[src/sv/mqpp_pkg.sv]
`timescale 1ns / 1ps
// Shared constants and types for the MQTT packet field parser.
// No dependencies.
package mqpp_pkg;

  localparam int unsigned TopicLimit = 8;

  localparam logic [4:0] PH_HDR        = 5'd0;
  localparam logic [4:0] PH_LEN        = 5'd1;
  localparam logic [4:0] PH_SKIP       = 5'd2;
  localparam logic [4:0] PH_STR        = 5'd3;
  localparam logic [4:0] PH_PN_HI      = 5'd4;
  localparam logic [4:0] PH_PN_LO      = 5'd5;
  localparam logic [4:0] PH_LEVEL      = 5'd6;
  localparam logic [4:0] PH_CFLAGS     = 5'd7;
  localparam logic [4:0] PH_KA_HI      = 5'd8;
  localparam logic [4:0] PH_KA_LO      = 5'd9;
  localparam logic [4:0] PH_CID_HI     = 5'd10;
  localparam logic [4:0] PH_CID_LO     = 5'd11;
  localparam logic [4:0] PH_WT_HI      = 5'd12;
  localparam logic [4:0] PH_WT_LO      = 5'd13;
  localparam logic [4:0] PH_WM_HI      = 5'd14;
  localparam logic [4:0] PH_WM_LO      = 5'd15;
  localparam logic [4:0] PH_US_HI      = 5'd16;
  localparam logic [4:0] PH_US_LO      = 5'd17;
  localparam logic [4:0] PH_PW_HI      = 5'd18;
  localparam logic [4:0] PH_PW_LO      = 5'd19;
  localparam logic [4:0] PH_CA_FIRST   = 5'd20;
  localparam logic [4:0] PH_CA_CODE    = 5'd21;
  localparam logic [4:0] PH_TP_HI      = 5'd22;
  localparam logic [4:0] PH_TP_LO      = 5'd23;
  localparam logic [4:0] PH_PID_HI     = 5'd24;
  localparam logic [4:0] PH_PID_LO     = 5'd25;
  localparam logic [4:0] PH_PAYLOAD    = 5'd26;
  localparam logic [4:0] PH_REQ_QOS    = 5'd27;
  localparam logic [4:0] PH_SUBACK_RES = 5'd28;

  localparam logic [4:0] FC_HEADER  = 5'd0;
  localparam logic [4:0] FC_PN_LEN  = 5'd1;
  localparam logic [4:0] FC_LEVEL   = 5'd2;
  localparam logic [4:0] FC_CFLAGS  = 5'd3;
  localparam logic [4:0] FC_KA      = 5'd4;
  localparam logic [4:0] FC_CID_LEN = 5'd5;
  localparam logic [4:0] FC_WT_LEN  = 5'd6;
  localparam logic [4:0] FC_WM_LEN  = 5'd7;
  localparam logic [4:0] FC_US_LEN  = 5'd8;
  localparam logic [4:0] FC_PW_LEN  = 5'd9;
  localparam logic [4:0] FC_CA_CODE = 5'd10;
  localparam logic [4:0] FC_TP_LEN  = 5'd11;
  localparam logic [4:0] FC_PID     = 5'd12;
  localparam logic [4:0] FC_MSG_LEN = 5'd13;
  localparam logic [4:0] FC_REQ_QOS = 5'd14;
  localparam logic [4:0] FC_SUBACK  = 5'd15;
  localparam logic [4:0] FC_DATA    = 5'd16;

  localparam logic [1:0] ERR_NONE     = 2'd0;
  localparam logic [1:0] ERR_LEN_OVF  = 2'd1;
  localparam logic [1:0] ERR_BAD_TYPE = 2'd2;

  localparam logic [3:0] T_CONNECT   = 4'd1;
  localparam logic [3:0] T_CONNACK   = 4'd2;
  localparam logic [3:0] T_PUBLISH   = 4'd3;
  localparam logic [3:0] T_SUBSCRIBE = 4'd8;
  localparam logic [3:0] T_SUBACK    = 4'd9;
  localparam logic [3:0] T_UNSUB     = 4'd10;
  localparam logic [3:0] T_UNSUBACK  = 4'd11;
  localparam logic [3:0] T_RESERVED  = 4'd15;

  typedef struct packed {
    logic [4:0]  code;
    logic [27:0] value;
    logic        ok;
    logic [1:0]  err;
  } mqpp_field_t;

  typedef struct packed {
    logic [3:0]  ptype;
    logic [3:0]  flags;
    logic        two;
    logic        pend;
    mqpp_field_t f0;
    mqpp_field_t f1;
  } mqpp_res_t;

endpackage

[src/sv/mqpp_core.sv]
`timescale 1ns / 1ps
// Parser state machine: one byte per cycle in while step is high, up to two fields out.
// Depends on mqpp_pkg.
module mqpp_core (
  input  logic              clk,
  input  logic              rst_n,
  input  logic              step,
  input  logic [7:0]        data_byte,
  output mqpp_pkg::mqpp_res_t res,
  output logic              res_any
);
  import mqpp_pkg::*;

  logic [4:0]  phase_r, phase_nxt;
  logic [3:0]  type_r, type_nxt, flags_r, flags_nxt;
  logic [27:0] acc_r, acc_nxt, left_r, left_nxt;
  logic [2:0]  digs_r, digs_nxt;
  logic [15:0] str_r, str_nxt;
  logic [7:0]  held_r, held_nxt, cbits_r, cbits_nxt;
  logic [3:0]  tcnt_r, tcnt_nxt;

  logic [15:0] v;
  logic [1:0]  n;
  mqpp_field_t f [2];
  logic        pend;
  logic [27:0] left_dec;
  logic [27:0] acc_or;
  logic        topic_full;

  assign v          = {held_r, data_byte};
  assign topic_full = (tcnt_r >= 4'(TopicLimit));

  function automatic logic [4:0] after_user(input logic [7:0] cb);
    return cb[6] ? PH_PW_HI : PH_SKIP;
  endfunction
  function automatic logic [4:0] after_wm(input logic [7:0] cb);
    return cb[7] ? PH_US_HI : after_user(cb);
  endfunction
  function automatic logic [4:0] after_cid(input logic [7:0] cb);
    return cb[2] ? PH_WT_HI : after_wm(cb);
  endfunction

  always_comb begin
    logic [4:0]  tgt;
    logic        do_str;
    logic [3:0]  tc;
    tgt        = PH_SKIP;
    do_str     = 1'b0;
    tc         = tcnt_r;
    phase_nxt  = phase_r;
    type_nxt   = type_r;
    flags_nxt  = flags_r;
    acc_nxt    = acc_r;
    digs_nxt   = digs_r;
    left_nxt   = left_r;
    str_nxt    = str_r;
    held_nxt   = held_r;
    cbits_nxt  = cbits_r;
    tcnt_nxt   = tcnt_r;
    n          = 2'd0;
    pend       = 1'b0;
    f[0]       = '0;
    f[1]       = '0;
    acc_or     = '0;
    left_dec   = (left_r != 28'd0) ? left_r - 28'd1 : left_r;
    unique case (digs_r[1:0])
      2'd0: acc_or = {21'd0, data_byte[6:0]};
      2'd1: acc_or = {14'd0, data_byte[6:0], 7'd0};
      2'd2: acc_or = {7'd0, data_byte[6:0], 14'd0};
      default: acc_or = {data_byte[6:0], 21'd0};
    endcase
    if (phase_r == PH_HDR) begin
      type_nxt  = data_byte[7:4];
      flags_nxt = data_byte[3:0];
      acc_nxt   = '0;
      digs_nxt  = '0;
      tcnt_nxt  = '0;
      phase_nxt = PH_LEN;
    end else if (phase_r == PH_LEN) begin
      acc_nxt  = acc_r | acc_or;
      digs_nxt = digs_r + 3'd1;
      if (data_byte[7] && digs_nxt >= 3'd4) begin
        f[0] = '{FC_HEADER, acc_nxt, 1'b0, ERR_LEN_OVF};
        n = 2'd1; pend = 1'b1; phase_nxt = PH_HDR;
      end else if (!data_byte[7]) begin
        f[0].code  = FC_HEADER;
        f[0].value = acc_nxt;
        f[0].err   = (type_r == 4'd0 || type_r == T_RESERVED) ? ERR_BAD_TYPE : ERR_NONE;
        n = 2'd1;
        left_nxt = acc_nxt;
        if (acc_nxt == 28'd0) begin
          pend = 1'b1; phase_nxt = PH_HDR;
        end else if (f[0].err != ERR_NONE) begin
          phase_nxt = PH_SKIP;
        end else begin
          priority case (1'b1)
            type_r == T_CONNECT: phase_nxt = PH_PN_HI;
            type_r == T_CONNACK: phase_nxt = PH_CA_FIRST;
            type_r == T_PUBLISH: phase_nxt = PH_TP_HI;
            type_r >= 4'd4 && type_r <= T_UNSUBACK: phase_nxt = PH_PID_HI;
            default: phase_nxt = PH_SKIP;
          endcase
        end
      end
    end else begin
      left_nxt = left_dec;
      // tgt/do_str: start a string of length v, else enter tgt
      unique case (phase_r)
        PH_STR: begin
          f[0] = '{FC_DATA, {20'd0, data_byte}, 1'b0, ERR_NONE};
          n = 2'd1;
          str_nxt = (str_r != 16'd0) ? str_r - 16'd1 : str_r;
          if (str_nxt == 16'd0) begin
            tgt = held_r[4:0];
            if (tgt == PH_PAYLOAD) begin
              f[1] = '{FC_MSG_LEN, left_dec, 1'b0, ERR_NONE};
              n = 2'd2;
            end
            phase_nxt = tgt;
          end
        end
        PH_PN_HI, PH_KA_HI, PH_CID_HI, PH_WT_HI, PH_WM_HI, PH_US_HI, PH_PW_HI,
        PH_TP_HI, PH_PID_HI: begin
          held_nxt  = data_byte;
          phase_nxt = phase_r + 5'd1;
        end
        PH_PN_LO: begin
          f[0] = '{FC_PN_LEN, {12'd0, v}, 1'b0, ERR_NONE}; n = 2'd1;
          tgt = PH_LEVEL; do_str = 1'b1;
        end
        PH_LEVEL: begin
          f[0] = '{FC_LEVEL, {20'd0, data_byte}, 1'b0, ERR_NONE}; n = 2'd1;
          phase_nxt = PH_CFLAGS;
        end
        PH_CFLAGS: begin
          f[0] = '{FC_CFLAGS, {20'd0, data_byte}, 1'b0, ERR_NONE}; n = 2'd1;
          cbits_nxt = data_byte; phase_nxt = PH_KA_HI;
        end
        PH_KA_LO: begin
          f[0] = '{FC_KA, {12'd0, v}, 1'b0, ERR_NONE}; n = 2'd1;
          phase_nxt = PH_CID_HI;
        end
        PH_CID_LO: begin
          f[0] = '{FC_CID_LEN, {12'd0, v}, 1'b0, ERR_NONE}; n = 2'd1;
          tgt = after_cid(cbits_r); do_str = 1'b1;
        end
        PH_WT_LO: begin
          f[0] = '{FC_WT_LEN, {12'd0, v}, 1'b0, ERR_NONE}; n = 2'd1;
          tgt = PH_WM_HI; do_str = 1'b1;
        end
        PH_WM_LO: begin
          f[0] = '{FC_WM_LEN, {12'd0, v}, 1'b0, ERR_NONE}; n = 2'd1;
          tgt = after_wm(cbits_r); do_str = 1'b1;
        end
        PH_US_LO: begin
          f[0] = '{FC_US_LEN, {12'd0, v}, 1'b0, ERR_NONE}; n = 2'd1;
          tgt = after_user(cbits_r); do_str = 1'b1;
        end
        PH_PW_LO: begin
          f[0] = '{FC_PW_LEN, {12'd0, v}, 1'b0, ERR_NONE}; n = 2'd1;
          tgt = PH_SKIP; do_str = 1'b1;
        end
        PH_CA_FIRST: phase_nxt = PH_CA_CODE;
        PH_CA_CODE: begin
          f[0] = '{FC_CA_CODE, {20'd0, data_byte}, 1'b0, ERR_NONE}; n = 2'd1;
          phase_nxt = PH_SKIP;
        end
        PH_TP_LO: begin
          f[0] = '{FC_TP_LEN, {12'd0, v}, 1'b0, ERR_NONE}; n = 2'd1;
          if ((type_r == T_SUBSCRIBE || type_r == T_UNSUB) && tcnt_r < 4'd15)
            tc = tcnt_r + 4'd1;
          tcnt_nxt = tc;
          if (type_r == T_PUBLISH)
            tgt = (flags_r[2:1] != 2'd0) ? PH_PID_HI : PH_PAYLOAD;
          else if (type_r == T_SUBSCRIBE)
            tgt = PH_REQ_QOS;
          else
            tgt = (tc >= 4'(TopicLimit)) ? PH_SKIP : PH_TP_HI;
          do_str = 1'b1;
        end
        PH_PID_LO: begin
          f[0] = '{FC_PID, {12'd0, v}, 1'b0, ERR_NONE}; n = 2'd1;
          if (type_r == T_PUBLISH) begin
            f[1] = '{FC_MSG_LEN, left_dec, 1'b0, ERR_NONE}; n = 2'd2;
            phase_nxt = PH_PAYLOAD;
          end else if (type_r == T_SUBSCRIBE || type_r == T_UNSUB)
            phase_nxt = topic_full ? PH_SKIP : PH_TP_HI;
          else if (type_r == T_SUBACK)
            phase_nxt = PH_SUBACK_RES;
          else
            phase_nxt = PH_SKIP;
        end
        PH_PAYLOAD: begin
          f[0] = '{FC_DATA, {20'd0, data_byte}, 1'b0, ERR_NONE}; n = 2'd1;
        end
        PH_REQ_QOS: begin
          f[0] = '{FC_REQ_QOS, {20'd0, data_byte}, 1'b0, ERR_NONE}; n = 2'd1;
          phase_nxt = topic_full ? PH_SKIP : PH_TP_HI;
        end
        PH_SUBACK_RES: begin
          if (!topic_full) begin
            f[0] = '{FC_SUBACK, {26'd0, data_byte[1:0]}, data_byte[7:2] == 6'd0,
                     ERR_NONE};
            n = 2'd1;
            tcnt_nxt = tcnt_r + 4'd1;
          end
        end
        default: phase_nxt = PH_SKIP;
      endcase
      if (do_str) begin
        if (v == 16'd0) begin
          phase_nxt = tgt;
          if (tgt == PH_PAYLOAD) begin
            f[1] = '{FC_MSG_LEN, left_dec, 1'b0, ERR_NONE}; n = 2'd2;
          end
        end else begin
          str_nxt   = v;
          held_nxt  = {3'd0, tgt};
          phase_nxt = PH_STR;
        end
      end
      if (left_dec == 28'd0) begin
        pend = 1'b1;
        phase_nxt = PH_HDR;
        if (n == 2'd0) begin
          f[0] = '{FC_DATA, {20'd0, data_byte}, 1'b0, ERR_NONE}; n = 2'd1;
        end
      end
    end
  end

  always_ff @(posedge clk) begin
    if (!rst_n) begin
      phase_r <= PH_HDR;
      type_r  <= '0; flags_r <= '0; acc_r <= '0; digs_r <= '0;
      left_r  <= '0; str_r <= '0; held_r <= '0; cbits_r <= '0; tcnt_r <= '0;
    end else if (step) begin
      phase_r <= phase_nxt;
      type_r  <= type_nxt;  flags_r <= flags_nxt; acc_r <= acc_nxt;
      digs_r  <= digs_nxt;  left_r <= left_nxt;   str_r <= str_nxt;
      held_r  <= held_nxt;  cbits_r <= cbits_nxt; tcnt_r <= tcnt_nxt;
    end
  end

  assign res_any   = (n != 2'd0);
  assign res.ptype = type_nxt;
  assign res.flags = flags_nxt;
  assign res.two   = (n == 2'd2);
  assign res.pend  = pend;
  assign res.f0    = f[0];
  assign res.f1    = f[1];

endmodule

[src/sv/mqtt_packet_field_parser.sv]
`timescale 1ns / 1ps
// MQTT 3.1 packet field parser. Takes one stream byte per cycle when the
// result side keeps up; a byte that yields two fields (publish message length
// with its id or topic end) holds the output until both fields are taken, and
// meanwhile the next byte is already registered. Depends on mqpp_pkg and mqpp_core.
module mqtt_packet_field_parser (
  input  logic        clk,
  input  logic        rst_n,
  input  logic        in_valid,
  output logic        in_ready,
  input  logic [7:0]  in_data_byte,
  output logic        out_valid,
  input  logic        out_ready,
  output logic [3:0]  out_packet_type,
  output logic [3:0]  out_header_flags,
  output logic [4:0]  out_field_code,
  output logic [27:0] out_field_value,
  output logic        out_granted_ok,
  output logic [1:0]  out_error_code,
  output logic        out_packet_end,
  output logic        out_run_last
);
  import mqpp_pkg::*;

  logic       ib_valid_r;
  logic [7:0] ib_byte_r;
  mqpp_res_t  res, ob_r;
  logic       res_any;
  logic       ob_valid_r, ob_sec_r;
  logic       ob_free, step;

  // output word done when free or its last field is taken
  assign ob_free  = !ob_valid_r || (out_ready && (!ob_r.two || ob_sec_r));
  assign step     = ib_valid_r && ob_free;
  assign in_ready = !ib_valid_r || step;

  mqpp_core u_core (
    .clk(clk), .rst_n(rst_n), .step(step), .data_byte(ib_byte_r),
    .res(res), .res_any(res_any)
  );

  always_ff @(posedge clk) begin
    if (!rst_n) begin
      ib_valid_r <= 1'b0;
    end else if (in_ready) begin
      ib_valid_r <= in_valid;
    end
  end

  always_ff @(posedge clk) begin
    if (in_ready && in_valid) ib_byte_r <= in_data_byte;
  end

  always_ff @(posedge clk) begin
    if (!rst_n) begin
      ob_valid_r <= 1'b0;
      ob_sec_r   <= 1'b0;
    end else if (ob_free) begin
      ob_valid_r <= step && res_any;
      ob_sec_r   <= 1'b0;
    end else if (out_ready) begin
      ob_sec_r <= 1'b1;
    end
  end

  always_ff @(posedge clk) begin
    if (ob_free && step) ob_r <= res;
  end

  assign out_valid        = ob_valid_r;
  assign out_packet_type  = ob_r.ptype;
  assign out_header_flags = ob_r.flags;
  assign out_field_code   = ob_sec_r ? ob_r.f1.code  : ob_r.f0.code;
  assign out_field_value  = ob_sec_r ? ob_r.f1.value : ob_r.f0.value;
  assign out_granted_ok   = ob_sec_r ? ob_r.f1.ok    : ob_r.f0.ok;
  assign out_error_code   = ob_sec_r ? ob_r.f1.err   : ob_r.f0.err;
  assign out_run_last     = !ob_r.two || ob_sec_r;
  assign out_packet_end   = out_run_last && ob_r.pend;

  a_sec_needs_two: assert property (@(posedge clk) disable iff (!rst_n)
    ob_sec_r |-> (ob_valid_r && ob_r.two)) else $error("second field without pair");
  a_err_on_header: assert property (@(posedge clk) disable iff (!rst_n)
    (out_valid && out_error_code != ERR_NONE) |-> (out_field_code == FC_HEADER))
    else $error("error on non-header field");
  a_ok_suback: assert property (@(posedge clk) disable iff (!rst_n)
    (out_valid && out_granted_ok) |-> (out_field_code == FC_SUBACK))
    else $error("granted flag outside suback");
  a_hold: assert property (@(posedge clk) disable iff (!rst_n)
    (out_valid && !out_ready) |=> (out_valid && $stable(out_field_value)))
    else $error("output word dropped");

endmodule
[config.mk]
export PLATFORM = sky130hd
export DESIGN_NAME = mqtt_packet_field_parser
export DESIGN_NICKNAME = d
export VERILOG_FILES = /design/src/sv/mqpp_pkg.sv /design/src/sv/mqpp_core.sv /design/src/sv/mqtt_packet_field_parser.sv
export SDC_FILE = /design/constraint.sdc
export NUM_CORES = 1
export LEC_CHECK = 0
export BUFFER_PORTS_ARGS = -buffer_cell sky130_fd_sc_hd__buf_2
export CORE_UTILIZATION = 40
export CTS_CLUSTER_SIZE = 25
export DETAILED_ROUTE_END_ITERATION = 10
export PLACE_DENSITY = 0.7
export SYNTH_ARGS = -nofsm -noshare
export SYNTH_HDL_FRONTEND = slang
export SYNTH_SLANG_ARGS = --single-unit
[constraint.sdc]
create_clock -name clk -period 4.1 [get_ports clk]
set_input_delay 0.205 -clock clk [delete_from_list [all_inputs] [get_ports clk]]
set_output_delay 0.205 -clock clk [all_outputs]
set_load 0.01 [all_outputs]
After elaboration in Yosys (flattened, before gate mapping)
Index checks and enable logic that the tools add are counted.
{"block": "totals", "regBits": 201, "latchBits": 0, "ram_bits": 0, "mem_bits_ro": 0, "mem_count": 0}
{"block": "op_classes", "n_addsub": 5, "mul": 0, "div_mod_pow": 0, "n_lt_le_gt_ge": 6, "n_eq_ne": 46, "shift": 0, "n_mux": 101, "bitwise": 4, "n_reduce_logical": 46}
{"op": "one-hot mux 36 bit (15 select lines)", "count": 1}
{"op": "2-to-1 mux 28 bit", "count": 8}
{"op": "2-to-1 mux 36 bit", "count": 6}
{"op": "2-to-1 mux 35 bit", "count": 4}
{"op": "2-to-1 mux 5 bit", "count": 28}
{"op": "one-hot mux 28 bit (3 select lines)", "count": 1}
{"op": "== test 5 bit (second input constant)", "count": 15}
{"op": "one-hot mux 36 bit (2 select lines)", "count": 1}
{"op": "2-to-1 mux 16 bit", "count": 4}
{"op": "logical NOT 28 bit", "count": 2}
{"op": "one-hot mux 5 bit (9 select lines)", "count": 1}
{"op": "== test 5 x 4 -> 1 bit (second input constant)", "count": 8}
{"op": "2-to-1 mux 2 bit", "count": 18}
{"op": "2-to-1 mux 4 bit", "count": 9}
{"op": "one-hot mux 5 bit (7 select lines)", "count": 1}
{"op": "2-to-1 mux 33 bit", "count": 1}
{"op": "logical NOT 16 bit", "count": 2}
{"op": "bitwise OR 28 bit", "count": 1}
{"op": "nonzero test 28 bit", "count": 1}
{"op": "subtractor 28 x 1 -> 28 bit (second input constant)", "count": 1}
{"op": "2-to-1 mux 8 bit", "count": 3}
{"op": "== test 5 x 3 -> 1 bit (second input constant)", "count": 4}
{"op": "OR reduction 9 bit", "count": 2}
{"op": "== test 4 bit (second input constant)", "count": 4}
{"op": "other kinds (42)", "count": 82}

Logic depth before layout (Yosys ltp)
Gate-level depths: netlist of run 1.
{"block": "logic_depth", "word_depth": 27, "depth_mapped": 16, "depth_no_buf": 10}

Hierarchy
A second synthesis of run 1 with hierarchy kept.
{"block": "hier_totals", "hier_cells": 1317, "area_unflattened_um2": 11536.1}
{"module": "mqpp_core", "instances": 1, "cells_each": 1163, "area_each_um2": 8045.2}
{"module": "mqtt_packet_field_parser", "instances": 1, "cells_each": 154, "area_each_um2": 3490.8}

Least setup slack after synthesis of run 1
OpenSTA, ideal clock, no wires.
{"block": "synth_path", "path_type": "flip-flop to flip-flop", "from": "register ob_r[73] in the netlist's numbering", "to": "register u_core.type_r[1]", "arrival_time_ns": 3.830, "required_time_ns": 3.972, "slack_ns": 0.142, "stages_incl_launch_ff": 7, "n_path_buf": 1, "cell_sequence": "edfxtp_1 -> nand2b_1 -> a21boi_1 -> nor2_1 -> clkbuf_1 -> mux2i_1 -> nor2_1"}
{"block": "synth_via", "elab_chain_len": 5}
{"item": "from (decl)", "line_no": "mqtt_packet_field_parser.sv:27", "rtl": "mqpp_res_t res, ob_r;"}
{"item": "from (signal assigned)", "line_no": "mqtt_packet_field_parser.sv:67", "rtl": "if (ob_free && step) ob_r <= res;"}
{"item": "logical NOT 1 bit"}
{"item": "logical OR 1 bit"}
{"item": "net out_run_last", "line_no": "mqtt_packet_field_parser.sv:21", "rtl": "output logic out_run_last"}
{"item": "logical AND 1 bit", "line_no": "mqtt_packet_field_parser.sv:33", "rtl": "assign ob_free = !ob_valid_r || (out_ready && (!ob_r.two || ob_sec_r));"}
{"item": "logical OR 1 bit", "line_no": "mqtt_packet_field_parser.sv:33"}
{"item": "logical AND 1 bit", "line_no": "mqtt_packet_field_parser.sv:34", "rtl": "assign step = ib_valid_r && ob_free;"}
{"item": "net step", "line_no": "mqtt_packet_field_parser.sv:30", "rtl": "logic ob_free, step;"}
{"item": "to (signal assigned)", "line_no": "mqpp_core.sv:239", "rtl": "type_r <= type_nxt; flags_r <= flags_nxt; acc_r <= acc_nxt;"}
{"item": "to (decl)", "line_no": "mqpp_core.sv:15", "rtl": "logic [3:0] type_r, type_nxt, flags_r, flags_nxt;"}
The timed path passes the listed nets, and every way through them passes these cells.
A chain may end at the register's enable or synchronous reset.

Worst setup path in the final report of run 1
{"block": "layout_path", "from": "register u_core.left_r[0]", "to": "register u_core.phase_r[0]"}
{"block": "layout_via", "elab_chain_len": 6}
{"item": "from (decl)", "line_no": "mqpp_core.sv:16", "rtl": "logic [27:0] acc_r, acc_nxt, left_r, left_nxt;"}
{"item": "from (signal assigned)", "line_no": "mqpp_core.sv:240", "rtl": "digs_r <= digs_nxt; left_r <= left_nxt; str_r <= str_nxt;"}
{"item": "subtractor 28 x 1 -> 28 bit or nonzero test 28 bit (tied branches)", "line_no": "mqpp_core.sv:65", "rtl": "left_dec = (left_r != 28'd0) ? left_r - 28'd1 : left_r;"}
{"item": "2-to-1 mux 28 bit (*)", "line_no": "mqpp_core.sv:65"}
{"item": "logical NOT 28 bit (*)", "line_no": "mqpp_core.sv:222", "rtl": "if (left_dec == 28'd0) begin"}
{"item": "parallel branches: the longest is 3 deep, another holds inequality test 6 x 1 -> 1 bit"}
{"item": "to (signal assigned)", "line_no": "mqpp_core.sv:238", "rtl": "phase_r <= phase_nxt;"}
{"item": "to (decl)", "line_no": "mqpp_core.sv:14", "rtl": "logic [4:0] phase_r, phase_nxt;"}
Every way passes the cells marked *.

==> flow_summary.json, run 1 <==
{
  "fin_skew_ns": 0.0172,
  "drive_above_1_share_pct": 14.2,
  "hold_viol_final": 0,
  "critical-path-top-delay-family": "simple AND/OR/NAND/NOR gates",
  "crit_cells": 8,
  "max_stage_delay_ns": 0.77,
  "num_rows": 60,
  "cp_num_buf_inv": 0,
  "die_height_microns": 168,
  "hold_class": "in2reg",
  "ys.flop_type": "dfxtp_1",
  "rsz0062_at_grt": "false",
  "grt_max_degree": 71,
  "core-area_sq_um": 27000,
  "synth_fp_nets": 1345,
  "critPathCaptureType": "register",
  "synth_cell_types": 80,
  "ir_worst_vdd_v": 0.000308,
  "crit_path_end": "u_core.phase_r[0]$_SDFFE_PN0P_",
  "finalSetupViolations": 0,
  "tritoncts": "yes",
  "rrSetupSlack_ns": 0.42,
  "clk_pin_slew_ns": 0.08,
  "clk_path_buf_depth": 2,
  "max_freq_mhz": 272,
  "worst_pin_slew_ns": 1.07,
  "synth_area_sq_um": 11100,
  "grt_pass1_wl_mm": 54.6,
  "cts_num_sinks": 189,
  "yosysWarningCount": 0,
  "htreeDepth": 4,
  "synth_cells": 1316,
  "worstHoldStart": "in_valid",
  "status": "complete, no violations",
  "rr_startpoint": "u_core.left_r[0]$_SDFFE_PN0P_",
  "synth_edf_count": 83,
  "yosysSeqAreaShare_pct": 41.7,
  "antenna_found_initial": 0,
  "io_pins": 60,
  "wire_per_inst_microns": 20.7,
  "dpl.hpwl_mm": 24.5,
  "globalplace.congestion": 0.986,
  "synth_seq_cells": 189,
  "start_util_pct": 40.9,
  "grt_pass1_vias": 9441,
  "syn_avg_cell_area_sq_um": 8.40,
  "nNetsFinal": 1370,
  "slew_violations": 0,
  "cts_buffers": 17,
  "finalCritPeriodShare_pct": 89.8,
  "cts_root_buf": "clkbuf_16",
  "drtPass1Iterations": 5,
  "clk_latency_ns": 0.44,
  "route.detailed.drc": 0,
  "hold_ws_ns": 0.0848,
  "via_per_inst": 6.08,
  "worstReg2RegEnd": "u_core.phase_r[0]$_SDFFE_PN0P_",
  "grtUsageTotal_pct": 24.9,
  "crit_path_max_fanout": 10,
  "detail_route.iter0.violations": 1308,
  "tns_ns": 0,
  "fp.dieArea_sq_um": 28300,
  "via_count": 10300,
  "power.density_nw_per_um2": 419,
  "worstSetupStartpointType": "register",
  "path_class": "reg2reg",
  "synthArstFlopShare_pct": 0,
  "drt.antenna.violating_nets": 0,
  "post_cts_buffers": 0,
  "drv_cap": 0,
  "area_growth_pct": 11.9,
  "slew_headroom_pct": 28.2,
  "timing.critical_path.arrival_ns": 3.97,
  "wl_mm": 35.1,
  "port_buffers": 59,
  "worstPathRequired_ns": 4.38,
  "overflow": 0,
  "startpoint": "u_core.left_r[0]$_SDFFE_PN0P_",
  "cp_common_cell": "or4_1",
  "worstPathCellList": "nor4_1, nand3_1, o41ai_1, o31ai_1, or4_1, or4_1, a21boi_1, a31oi_1",
  "rr_worst_depth": 8,
  "die_x_microns": 168,
  "num_antenna_cells": 0,
  "slowest_stage": "or4_1",
  "finalCriticalPeriod_ns": 3.68,
  "p_leak_uw": 0.00452
}
==> tightest hold or removal path: cells and delay by family <==
family | cells | cell delay, ns
buffers and inverters | 1 | 0.13
AND/OR/NAND/NOR | 1 | 0.10
AO/OA/AOI/OAI | 1 | 0.05
==> metrics by stage <==
step | total power, uW | area, sq um | setup WS (ns) | util (%) | instances
after floorplan | 3130 | 11100 | 0.142 | - | 1316
after global placement | 3510 | 11700 | 0.554 | 43.3 | 1655
after detailed placement | 3510 | 11700 | 0.474 | 43.3 | 1655
after CTS | 5170 | 12400 | 0.432 | 45.8 | 1695
after global routing | 5430 | 12400 | 0.215 | 45.8 | 1695
final | 5190 | 12400 | 0.419 | 45.8 | 1695
==> Yosys cell counts, drive strengths merged, types with 20 or more instances <==
| master | n | area (sq um) |
|---|---|---|
| a211oi | 22 | 170 |
| a21oi | 100 | 500 |
| a22oi | 29 | 218 |
| buf | 21 | 129 |
| clkbuf | 81 | 304 |
| dfxtp | 106 | 2120 |
| edfxtp | 83 | 2490 |
| inv | 30 | 113 |
| mux2 | 30 | 338 |
| nand2 | 137 | 514 |
| nand3 | 25 | 135 |
| nor2 | 179 | 672 |
| nor3 | 59 | 315 |
| nor4 | 26 | 203 |
| o21ai | 82 | 410 |
| xnor2 | 20 | 175 |
==> flip-flops by register name, indices dropped and copies added (netlist names) <==
register and flops:
ob_sec_r 1, u_core.flags_r 4, u_core.left_r 28, out_valid 1, u_core.held_r 8, u_core.acc_r 28
u_core.tcnt_r 4, ob_r 67, u_core.cbits_r 3, out_header_flags 4, u_core.digs_r 3, u_core.type_r 4
ib_valid_r 1, u_core.str_r 16, ib_byte_r 8, u_core.phase_r 5, out_packet_type 4
==> how the worst min path moves through the flow <==
stage                                    endpoint  slack [ns]  cells after the start
final                     ib_valid_r$_SDFFE_PN0N_        0.08                      3
after global routing      ib_valid_r$_SDFFE_PN0N_        0.09                      3
after CTS                 ib_valid_r$_SDFFE_PN0N_        0.07                      3
after detailed placement   ib_byte_r[5]$_DFFE_PP_        0.38                      1
after global placement     ib_byte_r[7]$_DFFE_PP_        0.38                      1
after floorplan            ib_byte_r[0]$_DFFE_PP_        0.30                      0
==> cell type report <==
cell class / instances / area, sq um
tap: 341 / 427
clock buffer: 18 / 439
multi-input combinational: 994 / 5930
sequential: 189 / 4620
timing repair buffer: 108 / 696
fill: 2627 / 14700
clock inverter: 14 / 144
inverter: 31 / 116
==> cells in the final DEF (no fill, tap or decap), types with 17 or more instances in the layout <==
cell       count
nor4_1        20
nand4_1       17
nand2_1      137
a21oi_1       99
nor3_1        53
mux2_2        30
dfxtp_1      105
a211oi_1      21
a22oi_1       29
buf_2         59
clkbuf_16     17
ha_1          17
nand3_1       23
o21ai_0       80
mux2i_1       17
edfxtp_1      83
inv_1         29
xnor2_1       20
buf_4         40
nor2_1       178
==> layer usage <==
layer	global-route usage (%)	routed length, microns	up-vias
li1	-	-	4872
met1	35.6	16100	4894
met2	38.0	15400	483
met3	4.35	2780	50
met4	7.75	831	0
met5	0	0	-
==> what timing repair did <==
action / in CTS / in global routing
hold endpoints to repair: 8 / 0
setup endpoints to repair: 0 / 2
resized for setup: 0 / 1
hold buffers: 8 / 0
==> cell families after synthesis <==
kind of cell / synth area share [%]
compound gates: 20.5
xor+xnor: 2.46
fa+ha+maj: 1.92
buf+inv: 4.97
flops: 41.7
mux: 4.59
simple gates: 23.9
==> report_power, final <==
part / internal, uW / leakage [uW] / switching (uW) / total, uW
Clock: 832 / 0.000286 / 845 / 1680
Sequential: 2030 / 0.00166 / 77.1 / 2110
Combinational: 496 / 0.00257 / 908 / 1400
Power figures use the tool's default switching activity.
==> run 2: changes to the inputs <==
--- a/config.mk
+++ b/config.mk
@@ -7,6 +7,7 @@
 export LEC_CHECK = 0
 export BUFFER_PORTS_ARGS = -buffer_cell sky130_fd_sc_hd__buf_2
 export CORE_UTILIZATION = 40
+export CTS_BUF_LIST = sky130_fd_sc_hd__clkbuf_2 sky130_fd_sc_hd__clkbuf_4 sky130_fd_sc_hd__clkbuf_8
 export CTS_CLUSTER_SIZE = 25
 export DETAILED_ROUTE_END_ITERATION = 10
 export PLACE_DENSITY = 0.7
==> run 2 against run 1 <==
Effect of this change:
- sequential power barely moved
- sequential cell count unchanged
- register-to-register slack better by 0.04 ns
- cell count barely moved
- combinational power barely moved
- fmax is 1.2% higher
- total power shrank 7.8%
- clock power decreased by 24%
- via count grew 0.41%
- critical path depth grew 3
- die area is the same
- critical path type unchanged
- critical endpoint unchanged
==> flow_summary.json, run 2 (synthesized netlist as in run 1, its figures left out) <==
{
  "largestRegisters": "ob_r (67), u_core.acc_r (28), u_core.left_r (28)",
  "grtUsageTotal_pct": 24.8,
  "io_pins": 60,
  "start_util_pct": 40.9,
  "cts_num_sinks": 189,
  "wire_per_inst_microns": 20.7,
  "crit_path_max_fanout": 10,
  "finalCritPeriodShare_pct": 88.7,
  "worstPathCellList": "inv_1, ha_1, nor3b_2, nand3_2, nor3_2, buf_4, o22ai_1, or4_1, or4_1, a21boi_1, a31oi_1",
  "worstSetupStartpointType": "register",
  "preCtsSetupSlack_ns": 0.474,
  "power.density_nw_per_um2": 393,
  "dp.cells": 1655,
  "overflow": 0,
  "die_height_microns": 168,
  "path_class": "reg2reg",
  "globalplace.congestion": 0.986,
  "drv_cap": 0,
  "grt_pass1_vias": 9364,
  "clk_latency_ns": 0.48,
  "final_cell_count_no_fill": 1696,
  "clk_pin_slew_ns": 0.11,
  "drt.antenna.violating_nets": 0,
  "tritoncts": "yes",
  "fp.dieArea_sq_um": 28300,
  "drive_above_1_share_pct": 14.2,
  "core-area_sq_um": 27000,
  "tns_ns": 0,
  "grt_max_degree": 71,
  "cp_num_buf_inv": 2,
  "final_common_cell": "nor2_1",
  "nNetsFinal": 1370,
  "fin_ws_ns": 0.462,
  "finalSetupViolations": 0,
  "critical-path-top-delay-family": "simple AND/OR/NAND/NOR gates",
  "slew_violations": 0,
  "clk_path_buf_depth": 2,
  "max_freq_mhz": 275,
  "finalCriticalPeriod_ns": 3.64,
  "grt_pass1_wl_mm": 54.3,
  "final_area_sq_um": 12200,
  "port_buffers": 59,
  "slew_headroom_pct": 25.9,
  "most-common-layout-cells": "178 x nor2_1, 137 x nand2_1, 105 x dfxtp_1",
  "worstPathRequired_ns": 4.42,
  "area_growth_pct": 10.2,
  "slowest_stage": "or4_1",
  "fin_skew_ns": 0.0248,
  "largest_reg_flops": 67,
  "status": "complete, no violations",
  "worst_pin_slew_ns": 1.11,
  "top_register": "ob_r",
  "dpl.hpwl_mm": 24.5,
  "wl_mm": 35.0,
  "cts_root_buf": "clkbuf_8",
  "cp_common_cell": "or4_1",
  "dpl-instance-area_sq_um": 11700,
  "die_x_microns": 168,
  "critPathCaptureType": "register",
  "detail_route.iter0.violations": 1196,
  "via_count": 10300,
  "hold_viol_final": 0,
  "htreeDepth": 4,
  "rsz0062_at_grt": "false",
  "antenna_found_initial": 1,
  "drtPass1Iterations": 5,
  "timing.critical_path.arrival_ns": 3.96,
  "hold_ws_ns": 0.0368,
  "via_per_inst": 6.10,
  "cts_buffers": 17,
  "p_leak_uw": 0.00443,
  "num_rows": 60,
  "ir_worst_vdd_v": 0.000188,
  "hold_class": "in2reg",
  "route.detailed.drc": 0,
  "max_stage_delay_ns": 0.77
}
-- run 2: cell types whose count changed in the layout (fill, tap and decap cells not counted) --
cell,delta
clkbuf_8,+17
diode_2,+1
clkbuf_16,-17
-- run 2: area by class of cell --
type                            count  area (sq um)
Clock buffer                       18           248
Multi-Input combinational cell    994          5930
Timing Repair Buffer              108           696
Tap cell                          341           427
Fill cell                        2662         14800
Antenna cell                        1          2.50
Sequential cell                   189          4620
Clock inverter                     14           144
Inverter                           31           116
-- run 2: power breakdown --
part           leakage (uW)  switching (uW)  total [uW]  internal [uW]
sequential          0.00166            77.3        2110           2030
combinational       0.00257             907        1400            496
clock              0.000198             798        1270            474
-- run 2: timing repair --
action,in CTS,in global routing
buffers inserted,0,0
hold buffers,8,0
gates resized for setup,0,1
endpoints found under the setup margin,0,3
hold endpoints to repair,8,0
-- run 2: worst paths after layout --
| check | startpoint | end | slack, ns | cells past startpoint |
|---|---|---|---|---|
| setup reg to reg | u_core.left_r[0]$_SDFFE_PN0P_ | u_core.phase_r[0]$_SDFFE_PN0P_ | 0.46 | 11 |
| hold / removal | in_valid | ib_valid_r$_SDFFE_PN0N_ | 0.04 | 3 |
| hold reg to reg | out_valid$_SDFFE_PN0P_ | ob_sec_r$_SDFFE_PP0P_ | 0.49 | 1 |
| setup / recovery | u_core.left_r[0]$_SDFFE_PN0P_ | u_core.phase_r[0]$_SDFFE_PN0P_ | 0.46 | 11 |
-- run 2: through the flow --
step	power (uW)	utilization, %
floorplan	3130	-
detailed placement	3510	43.3
global route	5020	45.1
global placement	3510	43.3
CTS	4770	45.0
finish	4780	45.1
-- run 2: routing by layer --
layer  wire length, microns  GRT usage [%]  vias up
li1                       -              -     4869
met1                  16200           35.2     4925
met2                  15300           37.9      493
met3                   2710           4.40       54
met4                    936           8.34        0
met5                      0              0        -
-- run 2: worst register-to-register path, stage by stage (launching register included) --
cell,delay [ns]
dfxtp_1,0.39
inv_1,0.11
ha_1,0.23
nor3b_2,0.25
nand3_2,0.20
nor3_2,0.30
buf_4,0.23
o22ai_1,0.10
or4_1,0.46
or4_1,0.77
a21boi_1,0.33
a31oi_1,0.12
